--- config.mk ---
export PLATFORM = sky130hd
export DESIGN_NAME = nearest_palette_pixel_labeler_top
export DESIGN_NICKNAME = d
export VERILOG_FILES = /design/src/sv/nppl_pkg.sv /design/src/sv/nppl_front.sv /design/src/sv/nppl_queue.sv /design/src/sv/nppl_back.sv /design/src/sv/nearest_palette_pixel_labeler_top.sv
export SDC_FILE = /design/constraint.sdc
export NUM_CORES = 2
export LEC_CHECK = 0
export BUFFER_PORTS_ARGS = -buffer_cell sky130_fd_sc_hd__buf_2
export CORE_MARGIN = 4
export CORE_UTILIZATION = 55
export CTS_CLUSTER_SIZE = 30
export DETAILED_ROUTE_END_ITERATION = 12
export GPL_TIMING_DRIVEN = 0
export PLACE_DENSITY = 0.74
export SETUP_SLACK_MARGIN = 0.2
export SYNTH_ARGS = -nofsm -noshare
export SYNTH_HDL_FRONTEND = slang
export SYNTH_HIERARCHICAL = 1
export SYNTH_SLANG_ARGS = --single-unit
--- constraint.sdc ---
create_clock -name clk -period 25 [get_ports clk]
set_input_delay 5 -clock clk [delete_from_list [all_inputs] [get_ports clk]]
set_output_delay 5 -clock clk [all_outputs]
set_load 0.05 [all_outputs]
--- src/sv/nppl_pkg.sv ---
`default_nettype none
package nppl_pkg;

    // Palette size and label codes
    localparam int NUM_LABELS = 33;
    localparam int LABEL_W = 6;
    localparam logic [LABEL_W-1:0] FIRST_LABEL = 6'd0;
    localparam logic [LABEL_W-1:0] LAST_LABEL = 6'd32;

    // Distance of three squared 8-bit differences
    localparam int DIST_W = 18;

    // Reported count field
    localparam int COUNT_FIELD_W = 24;
    localparam logic [COUNT_FIELD_W-1:0] COUNT_FIELD_MAX = 24'hFF_FFFF;

    // Result kinds
    localparam logic KIND_PIXEL = 1'b0;
    localparam logic KIND_COUNT = 1'b1;

    // Front-to-back queue
    localparam int QUEUE_DEPTH = 4;
    localparam int QPTR_W = 2;
    localparam int QCNT_W = 3;

    typedef struct packed {
        logic [LABEL_W-1:0] label;
        logic               first_pixel;
        logic               last_pixel;
    } q_entry_t;

    // Palette levels {red, green, blue}, three bits each
    function automatic logic [8:0] pal_level(input logic [LABEL_W-1:0] idx);
        logic [8:0] lv;
        case (idx)
            6'd0:    lv = {3'd1, 3'd0, 3'd0};
            6'd1:    lv = {3'd0, 3'd1, 3'd0};
            6'd2:    lv = {3'd4, 3'd0, 3'd0};
            6'd3:    lv = {3'd2, 3'd0, 3'd1};
            6'd4:    lv = {3'd2, 3'd4, 3'd0};
            6'd5:    lv = {3'd3, 3'd4, 3'd3};
            6'd6:    lv = {3'd4, 3'd4, 3'd3};
            6'd7:    lv = {3'd2, 3'd4, 3'd2};
            6'd8:    lv = {3'd3, 3'd3, 3'd3};
            6'd9:    lv = {3'd1, 3'd2, 3'd0};
            6'd10:   lv = {3'd0, 3'd3, 3'd1};
            6'd11:   lv = {3'd4, 3'd4, 3'd0};
            6'd12:   lv = {3'd4, 3'd3, 3'd0};
            6'd13:   lv = {3'd0, 3'd4, 3'd4};
            6'd14:   lv = {3'd0, 3'd3, 3'd4};
            6'd15:   lv = {3'd2, 3'd1, 3'd0};
            6'd16:   lv = {3'd0, 3'd1, 3'd2};
            6'd17:   lv = {3'd4, 3'd1, 3'd4};
            6'd18:   lv = {3'd1, 3'd4, 3'd4};
            6'd19:   lv = {3'd4, 3'd1, 3'd0};
            6'd20:   lv = {3'd0, 3'd1, 3'd4};
            6'd21:   lv = {3'd2, 3'd1, 3'd4};
            6'd22:   lv = {3'd2, 3'd1, 3'd1};
            6'd23:   lv = {3'd1, 3'd2, 3'd4};
            6'd24:   lv = {3'd4, 3'd1, 3'd1};
            6'd25:   lv = {3'd1, 3'd0, 3'd1};
            6'd26:   lv = {3'd1, 3'd0, 3'd2};
            6'd27:   lv = {3'd4, 3'd2, 3'd2};
            6'd28:   lv = {3'd1, 3'd4, 3'd1};
            6'd29:   lv = {3'd3, 3'd2, 3'd1};
            6'd30:   lv = {3'd1, 3'd1, 3'd0};
            6'd31:   lv = {3'd0, 3'd0, 3'd0};
            6'd32:   lv = {3'd4, 3'd4, 3'd4};
            default: lv = {3'd0, 3'd0, 3'd0};
        endcase
        return lv;
    endfunction

    // Level to component: max(0, level*64-1)
    function automatic logic [7:0] level_value(input logic [2:0] lv);
        logic [7:0] v;
        case (lv)
            3'd1:    v = 8'd63;
            3'd2:    v = 8'd127;
            3'd3:    v = 8'd191;
            3'd4:    v = 8'd255;
            default: v = 8'd0;
        endcase
        return v;
    endfunction

    // Palette colour {red, green, blue}
    function automatic logic [23:0] pal_rgb(input logic [LABEL_W-1:0] idx);
        logic [8:0] lv;
        lv = pal_level(idx);
        return {level_value(lv[8:6]), level_value(lv[5:3]), level_value(lv[2:0])};
    endfunction

    // Squared absolute difference of two components
    function automatic logic [15:0] sq_diff(input logic [7:0] a, input logic [7:0] b);
        logic [7:0] d;
        d = (a > b) ? (a - b) : (b - a);
        return 16'(d) * 16'(d);
    endfunction

endpackage
`default_nettype wire

--- src/sv/nppl_front.sv ---
`default_nettype none
module nppl_front (
    input  wire logic              clk,
    input  wire logic              rst_n,
    input  wire logic              push,
    output logic                   full,
    input  wire logic [7:0]        blue,
    input  wire logic [7:0]        green,
    input  wire logic [7:0]        red,
    input  wire logic              first_pixel,
    input  wire logic              last_pixel,
    output logic                   q_push,
    output nppl_pkg::q_entry_t     q_data,
    input  wire logic              q_full
);
    import nppl_pkg::*;

    typedef enum logic [2:0] {
        F_IDLE = 3'b001,
        F_SCAN = 3'b010,
        F_PUSH = 3'b100
    } front_state_t;

    front_state_t        state_reg, state_next;
    logic [7:0]          blue_reg, green_reg, red_reg;
    logic                first_reg, last_reg;
    logic [LABEL_W-1:0]  idx_reg, idx_next;
    logic [LABEL_W-1:0]  best_reg, best_next;
    logic [DIST_W-1:0]   best_d_reg, best_d_next;
    logic [23:0]         cand_rgb;
    logic [DIST_W-1:0]   cand_d;
    logic                take;

    // Distance to the palette entry under scan
    always_comb
    begin
        cand_rgb = pal_rgb(idx_reg);
        cand_d = DIST_W'(sq_diff(red_reg, cand_rgb[23:16]))
               + DIST_W'(sq_diff(green_reg, cand_rgb[15:8]))
               + DIST_W'(sq_diff(blue_reg, cand_rgb[7:0]));
    end

    assign full = (state_reg != F_IDLE);
    assign take = push && !full;
    assign q_push = (state_reg == F_PUSH) && !q_full;
    assign q_data = '{label: best_reg, first_pixel: first_reg, last_pixel: last_reg};

    // Scan sequencer: one palette entry per cycle, lowest index kept on a tie
    always_comb
    begin
        state_next = state_reg;
        idx_next = idx_reg;
        best_next = best_reg;
        best_d_next = best_d_reg;
        unique case (state_reg)
            F_IDLE:
            begin
                if (take)
                begin
                    idx_next = FIRST_LABEL;
                    best_next = FIRST_LABEL;
                    best_d_next = '1;
                    state_next = F_SCAN;
                end
            end
            F_SCAN:
            begin
                if (cand_d < best_d_reg)
                begin
                    best_d_next = cand_d;
                    best_next = idx_reg;
                end
                if (idx_reg == LAST_LABEL)
                    state_next = F_PUSH;
                else
                    idx_next = idx_reg + 1'b1;
            end
            F_PUSH:
            begin
                if (q_push)
                    state_next = F_IDLE;
            end
            default: state_next = F_IDLE;
        endcase
    end

    // Control registers
    always_ff @(posedge clk or negedge rst_n)
    begin
        if (!rst_n)
        begin
            state_reg <= F_IDLE;
        end
        else
        begin
            state_reg <= state_next;
        end
    end

    // Pixel and scan registers
    always_ff @(posedge clk)
    begin
        if (take)
        begin
            blue_reg <= blue;
            green_reg <= green;
            red_reg <= red;
            first_reg <= first_pixel;
            last_reg <= last_pixel;
        end
        idx_reg <= idx_next;
        best_reg <= best_next;
        best_d_reg <= best_d_next;
    end

endmodule
`default_nettype wire

--- src/sv/nppl_queue.sv ---
`default_nettype none
module nppl_queue (
    input  wire logic              clk,
    input  wire logic              rst_n,
    input  wire logic              wr_en,
    input  wire nppl_pkg::q_entry_t wr_data,
    output logic                   q_full,
    input  wire logic              rd_en,
    output nppl_pkg::q_entry_t     rd_data,
    output logic                   q_empty
);
    import nppl_pkg::*;

    q_entry_t           slot_reg [QUEUE_DEPTH];
    logic [QPTR_W-1:0]  wr_ptr_reg, rd_ptr_reg;
    logic [QCNT_W-1:0]  fill_reg;
    logic               do_wr, do_rd;

    assign q_full = (fill_reg == QCNT_W'(QUEUE_DEPTH));
    assign q_empty = (fill_reg == '0);
    assign do_wr = wr_en && !q_full;
    assign do_rd = rd_en && !q_empty;
    assign rd_data = slot_reg[rd_ptr_reg];

    // Advance pointers and fill level
    always_ff @(posedge clk or negedge rst_n)
    begin
        if (!rst_n)
        begin
            wr_ptr_reg <= '0;
            rd_ptr_reg <= '0;
            fill_reg <= '0;
        end
        else
        begin
            if (do_wr)
                wr_ptr_reg <= wr_ptr_reg + 1'b1;
            if (do_rd)
                rd_ptr_reg <= rd_ptr_reg + 1'b1;
            if (do_wr && !do_rd)
                fill_reg <= fill_reg + 1'b1;
            else if (do_rd && !do_wr)
                fill_reg <= fill_reg - 1'b1;
        end
    end

    // Hold entries
    always_ff @(posedge clk)
    begin
        if (do_wr)
            slot_reg[wr_ptr_reg] <= wr_data;
    end

endmodule
`default_nettype wire

--- src/sv/nppl_back.sv ---
`default_nettype none
module nppl_back #(
    parameter int COUNT_WIDTH = 24
) (
    input  wire logic              clk,
    input  wire logic              rst_n,
    input  wire logic              q_empty,
    input  wire nppl_pkg::q_entry_t q_data,
    output logic                   q_pop,
    output logic                   empty,
    input  wire logic              pop,
    output logic                   kind,
    output logic [5:0]             label,
    output logic [7:0]             out_blue,
    output logic [7:0]             out_green,
    output logic [7:0]             out_red,
    output logic [23:0]            count,
    output logic                   last
);
    import nppl_pkg::*;

    localparam int EXT_W = (COUNT_WIDTH > COUNT_FIELD_W) ? COUNT_WIDTH : COUNT_FIELD_W;

    typedef enum logic [5:0] {
        B_IDLE     = 6'b000001,
        B_READ     = 6'b000010,
        B_UPDATE   = 6'b000100,
        B_EMIT     = 6'b001000,
        B_DUMP_RD  = 6'b010000,
        B_DUMP_OUT = 6'b100000
    } back_state_t;

    back_state_t              state_reg, state_next;
    logic [LABEL_W-1:0]       item_label_reg;
    logic                     item_last_reg;
    logic [LABEL_W-1:0]       idx_reg, idx_next;
    logic [NUM_LABELS-1:0]    valid_reg, valid_next;
    logic [COUNT_WIDTH-1:0]   cnt_mem [NUM_LABELS];
    logic [COUNT_WIDTH-1:0]   rd_data_reg;
    logic                     rd_valid_reg;
    logic [LABEL_W-1:0]       mem_addr;
    logic                     mem_re, mem_we;
    logic [COUNT_WIDTH-1:0]   cur_cnt, inc_cnt;
    logic [EXT_W-1:0]         cur_ext;
    logic [COUNT_FIELD_W-1:0] cur_sat;
    logic                     out_valid_reg;
    logic                     slot_free;
    logic                     load_out;
    logic                     load_kind;
    logic [LABEL_W-1:0]       load_label;
    logic [COUNT_FIELD_W-1:0] load_count;
    logic                     load_last;
    logic [23:0]              load_rgb;

    assign slot_free = !out_valid_reg || pop;
    assign empty = !out_valid_reg;
    assign q_pop = (state_reg == B_IDLE) && !q_empty;

    // Count memory port
    assign mem_addr = (state_reg == B_DUMP_RD) ? idx_reg : item_label_reg;
    assign mem_re = (state_reg == B_READ) || (state_reg == B_DUMP_RD);
    assign mem_we = (state_reg == B_UPDATE);

    // Saturating increment and clamp to the reported field
    always_comb
    begin
        cur_cnt = rd_valid_reg ? rd_data_reg : '0;
        inc_cnt = (&cur_cnt) ? cur_cnt : cur_cnt + 1'b1;
        cur_ext = EXT_W'(cur_cnt);
        cur_sat = (cur_ext > EXT_W'(COUNT_FIELD_MAX)) ? COUNT_FIELD_MAX
                                                      : cur_ext[COUNT_FIELD_W-1:0];
    end

    // Sequencer: count the label, emit its result, then dump on a last pixel
    always_comb
    begin
        state_next = state_reg;
        idx_next = idx_reg;
        valid_next = valid_reg;
        load_out = 1'b0;
        load_kind = KIND_PIXEL;
        load_label = item_label_reg;
        load_count = '0;
        load_last = 1'b0;
        unique case (state_reg)
            B_IDLE:
            begin
                if (q_pop)
                begin
                    if (q_data.first_pixel)
                        valid_next = '0;
                    state_next = B_READ;
                end
            end
            B_READ:
            begin
                state_next = B_UPDATE;
            end
            B_UPDATE:
            begin
                valid_next[item_label_reg] = 1'b1;
                state_next = B_EMIT;
            end
            B_EMIT:
            begin
                if (slot_free)
                begin
                    load_out = 1'b1;
                    load_kind = KIND_PIXEL;
                    load_label = item_label_reg;
                    load_count = '0;
                    load_last = !item_last_reg;
                    if (item_last_reg)
                    begin
                        idx_next = FIRST_LABEL;
                        state_next = B_DUMP_RD;
                    end
                    else
                    begin
                        state_next = B_IDLE;
                    end
                end
            end
            B_DUMP_RD:
            begin
                state_next = B_DUMP_OUT;
            end
            B_DUMP_OUT:
            begin
                if (slot_free)
                begin
                    load_out = 1'b1;
                    load_kind = KIND_COUNT;
                    load_label = idx_reg;
                    load_count = cur_sat;
                    load_last = (idx_reg == LAST_LABEL);
                    if (idx_reg == LAST_LABEL)
                    begin
                        state_next = B_IDLE;
                    end
                    else
                    begin
                        idx_next = idx_reg + 1'b1;
                        state_next = B_DUMP_RD;
                    end
                end
            end
            default: state_next = B_IDLE;
        endcase
        load_rgb = pal_rgb(load_label);
    end

    // Control registers
    always_ff @(posedge clk or negedge rst_n)
    begin
        if (!rst_n)
        begin
            state_reg <= B_IDLE;
            valid_reg <= '0;
            out_valid_reg <= 1'b0;
        end
        else
        begin
            state_reg <= state_next;
            valid_reg <= valid_next;
            if (load_out)
                out_valid_reg <= 1'b1;
            else if (pop)
                out_valid_reg <= 1'b0;
        end
    end

    // Count memory, registered read
    always_ff @(posedge clk)
    begin
        if (mem_we)
            cnt_mem[mem_addr] <= inc_cnt;
        if (mem_re)
        begin
            rd_data_reg <= cnt_mem[mem_addr];
            rd_valid_reg <= valid_reg[mem_addr];
        end
    end

    // Item and result payload
    always_ff @(posedge clk)
    begin
        if (q_pop)
        begin
            item_label_reg <= q_data.label;
            item_last_reg <= q_data.last_pixel;
        end
        idx_reg <= idx_next;
        if (load_out)
        begin
            kind <= load_kind;
            label <= load_label;
            out_red <= load_rgb[23:16];
            out_green <= load_rgb[15:8];
            out_blue <= load_rgb[7:0];
            count <= load_count;
            last <= load_last;
        end
    end

endmodule
`default_nettype wire

--- src/sv/nearest_palette_pixel_labeler_top.sv ---
// Nearest-palette pixel labeler with label histogram.
// Input queue side: present blue, green, red, first_pixel and last_pixel with
// push; a transfer happens on a clock edge with push high and full low.
// Result queue side: the oldest result sits on kind, label, out_blue,
// out_green, out_red, count and last while empty is low; pop takes it.
// Each pixel gives one kind 0 result (its label and palette colour); a pixel
// with last_pixel also gives 33 kind 1 results carrying the label counts,
// the final one marked by last. first_pixel clears the counts first.
// The front takes a new pixel only once the previous label is queued; its scan
// runs one distance unit over the 33 palette entries, one entry per cycle.
// The histogram read-out passes DUMP_RD and DUMP_OUT per count (one memory
// read port); a four-entry queue lets the front keep labelling meanwhile.
// A stalled receiver holds the result register; the back stops, the queue
// fills and full then rises. Reset empties both queues and marks every
// count as zero at once, with no clearing pass.
`default_nettype none
module nearest_palette_pixel_labeler_top #(
    parameter int COUNT_WIDTH = 24
) (
    input  wire logic        clk,
    input  wire logic        rst_n,
    input  wire logic        push,
    output logic             full,
    input  wire logic [7:0]  blue,
    input  wire logic [7:0]  green,
    input  wire logic [7:0]  red,
    input  wire logic        first_pixel,
    input  wire logic        last_pixel,
    output logic             empty,
    input  wire logic        pop,
    output logic             kind,
    output logic [5:0]       label,
    output logic [7:0]       out_blue,
    output logic [7:0]       out_green,
    output logic [7:0]       out_red,
    output logic [23:0]      count,
    output logic             last
);
    import nppl_pkg::*;

    logic     f_push, f_full;
    q_entry_t f_data;
    logic     b_pop, b_empty;
    q_entry_t b_data;

    // Classify pixels
    nppl_front u_front (
        .clk         (clk),
        .rst_n       (rst_n),
        .push        (push),
        .full        (full),
        .blue        (blue),
        .green       (green),
        .red         (red),
        .first_pixel (first_pixel),
        .last_pixel  (last_pixel),
        .q_push      (f_push),
        .q_data      (f_data),
        .q_full      (f_full)
    );

    // Decouple front and back
    nppl_queue u_queue (
        .clk     (clk),
        .rst_n   (rst_n),
        .wr_en   (f_push),
        .wr_data (f_data),
        .q_full  (f_full),
        .rd_en   (b_pop),
        .rd_data (b_data),
        .q_empty (b_empty)
    );

    // Count labels and emit results
    nppl_back #(
        .COUNT_WIDTH (COUNT_WIDTH)
    ) u_back (
        .clk       (clk),
        .rst_n     (rst_n),
        .q_empty   (b_empty),
        .q_data    (b_data),
        .q_pop     (b_pop),
        .empty     (empty),
        .pop       (pop),
        .kind      (kind),
        .label     (label),
        .out_blue  (out_blue),
        .out_green (out_green),
        .out_red   (out_red),
        .count     (count),
        .last      (last)
    );

endmodule
`default_nettype wire

==> impl_metrics.yaml <==
status:
  outcome: "finished with violations"
  violations: "capacitance limit, slew limit"
yosys:
  synth_area_per_cell_um2: 13.5
  synth-seq-cells: 1018
  synth_nets: 3982
  synthCells: 3646
  synthArstFlopShare: 0.0491
  syn-cell-area_um2: 49100
  synth_most_common_cell: "edfxtp_1"
  synth_top_area_frac: 0.587
  synth-seq-area-share: 0.616
  yosysWarnings: 6
  synth.distinct_cells: 119
  synth_edf_count: 959
  synthTopCellsByArea: "edfxtp_1, fa_1, ha_1"
  yosys-top-cells-count: "edfxtp_1, inv_1, a22oi_1"
  yosys_most_used_dff: "edfxtp_1"
  synth_top_cell_by_area: "edfxtp_1"
floorplanning:
  start_util: 0.554
  rows: 109
  die_h_um: 307
  fp.dieArea_um2: 94100
  core_area_um2: 88500
  fp.dieW_um: 307
  ios: 88
clock_network:
  clock_path_buffers: 3
  clock-sinks: 1018
  clk_latency_ns: 0.73
  hold_buffers: 0
  clockRootBuffer: "clkbuf_16"
  cts_tree: "yes"
  clk_pin_slew_ns: 0.06
  cts_setup_buffers: 0
  htreeDepth: 3
  cts_made_buffers: 101
  cts.repair.resized: 0
sta:
  final_hold_viol_count: 0
  rsz0062_at_grt: "no"
  worst_pin_slew_ns: 1.53
  whs_ns: 0.469
  fin_skew_ns: 0.0760
  setup_ws_ns: 13.10
  slew_viol_final: 7
  fmax_ghz: 0.0841
  finalSetupViolCount: 0
  setup_tns_ns: 0
  finalCriticalPeriod_ns: 11.90
  relSlewSlack: -0.0331
  finalCritPeriodShare: 0.476
flow_run:
  timing.max_cap.violations: 2
worst_setup_path:
  rrSetupSlack_ns: 13.10
  worstSetupPathType: "reg2reg"
  worstPathRequired_ns: 25.28
  path_max_fanout: 24
  critPathLaunchType: "flop"
  cp_slowest_stage_delay_ns: 0.80
  end_kind: "flop"
  cp_common_cell: "fa_1"
  cp.arrival_ns: 12.17
  crit_slowest_cell: "or3_1"
routing:
  antenna_left: 0
  wl_per_cell_um: 29.9
  viasPerCell: 6.62
  finalWirelength_um: 154000
  vias: 34000
  drtIter0Drc: 5180
  drc: 0
  drt_pass1_iterations: 8
final_layout:
  fin_nets: 4220
  largest_reg_flops: 792
  final_area_um2: 55700
  fillers: 6441
  drive_gt1_frac: 0.140
  area_delta_synth_final_pct: 13.5
hold_path:
  hold_path.class: "reg2reg"
place:
  dp_hpwl_um: 103000
  globalplace.congestion: 0.918
  portBuffers: 87
  place_area_um2: 52300
  post-place-ws_ns: 13.12
grt:
  grt_pass1_vias: 33000
  grt_pass1_wl_um: 221000
  grt_max_degree: 51
  grt_antenna_before_repair: 9
  overflow: 0
  track_usage: 0.325
-- metal layers --
layer	routed length, um	GRT usage
met2	66800	0.489
met4	12900	0.208
met1	51200	0.404
met3	22800	0.111
met5	128	0.00506
-- cells by family (layout without fill, tap and decap cells) --
family,Yosys count,in the layout,synth area share
compound gates,864,864,0.126
xor+xnor,73,73,0.0136
fa+ha+maj,306,306,0.0994
buf+inv,495,822,0.0435
flops,1018,1018,0.616
mux,67,67,0.0166
other cells,0,7,0
simple gates,823,823,0.0845
-- worst paths after layout --
path / cells after the start / startpoint / end
min in group asynchronous: 1 / rst_n / u_queue/fill_reg[1]
worst min register to register: 0 / u_front/best_reg[2] / u_queue/slot_reg[0][4]
worst max register to register: 38 / flop / u_front/best_d_reg[6]
worst max-delay path: 38 / flop / u_front/best_d_reg[6]
worst min-delay path: 0 / u_front/best_reg[2] / u_queue/slot_reg[0][4]
max in group asynchronous: 1 / rst_n / u_back/valid_reg[9]
-- cells in the final DEF (no fill, tap or decap), types with 18 or more instances in the layout --
cell type,netlist,layout
a221oi_1,20,20
nand2_1,228,228
inv_1,294,293
nor2_4,0,32
clkbuf_16,0,101
a2111oi_0,24,21
nor2_1,193,161
nand2b_1,53,53
and2_1,36,30
a21boi_0,25,24
buf_4,32,35
o21ai_0,89,87
buf_12,0,19
a22oi_1,262,262
nor3_1,36,36
nand3_1,72,72
xnor2_1,48,46
a21oi_1,148,148
clkinv_2,0,20
a31oi_1,39,39
a21o_1,25,25
a31o_2,18,18
clkbuf_1,80,97
ha_1,166,166
clkinv_1,2,27
dfrtp_1,48,48
mux2i_1,41,40
and3_1,35,35
fa_1,140,140
buf_2,66,155
edfxtp_1,959,959
nand4_1,57,57
a22o_1,22,22
buf_16,0,19
o21a_1,57,57
-- critical path, delay by kind of cell (launching register included) --
family / cells / cell delay (ns)
AO/OA/AOI/OAI: 13 / 2.34
XOR/XNOR: 3 / 1.54
adder cells (fa/ha/maj): 11 / 4.94
buffers and inverters: 6 / 0.78
flip-flops: 1 / 0.43
AND/OR/NAND/NOR: 5 / 1.43
-- per-stage QoR --
stage               std cells  utilization
global route             5138        0.629
finish                   5145        0.629
floorplan                3646            -
global placement         4898        0.576
detailed placement       4945        0.591
CTS                      5137        0.628
-- cell type report --
type                    instances  area [um2]  area share
inverters                     300        1130      0.0202
multi-input cells            2133       17100       0.307
clock inverters                69         652      0.0117
clock buffers                 123        2650      0.0476
flip-flops and latches       1018       30200       0.543
plain buffers                 195        1010      0.0182
well taps                    1165        1460      0.0262
diodes                          7        17.5    0.000315
repair buffers                135        1440      0.0258
Power is not shown: default switching activity piles up to over one toggle a cycle in this logic, so the estimate is an artifact.
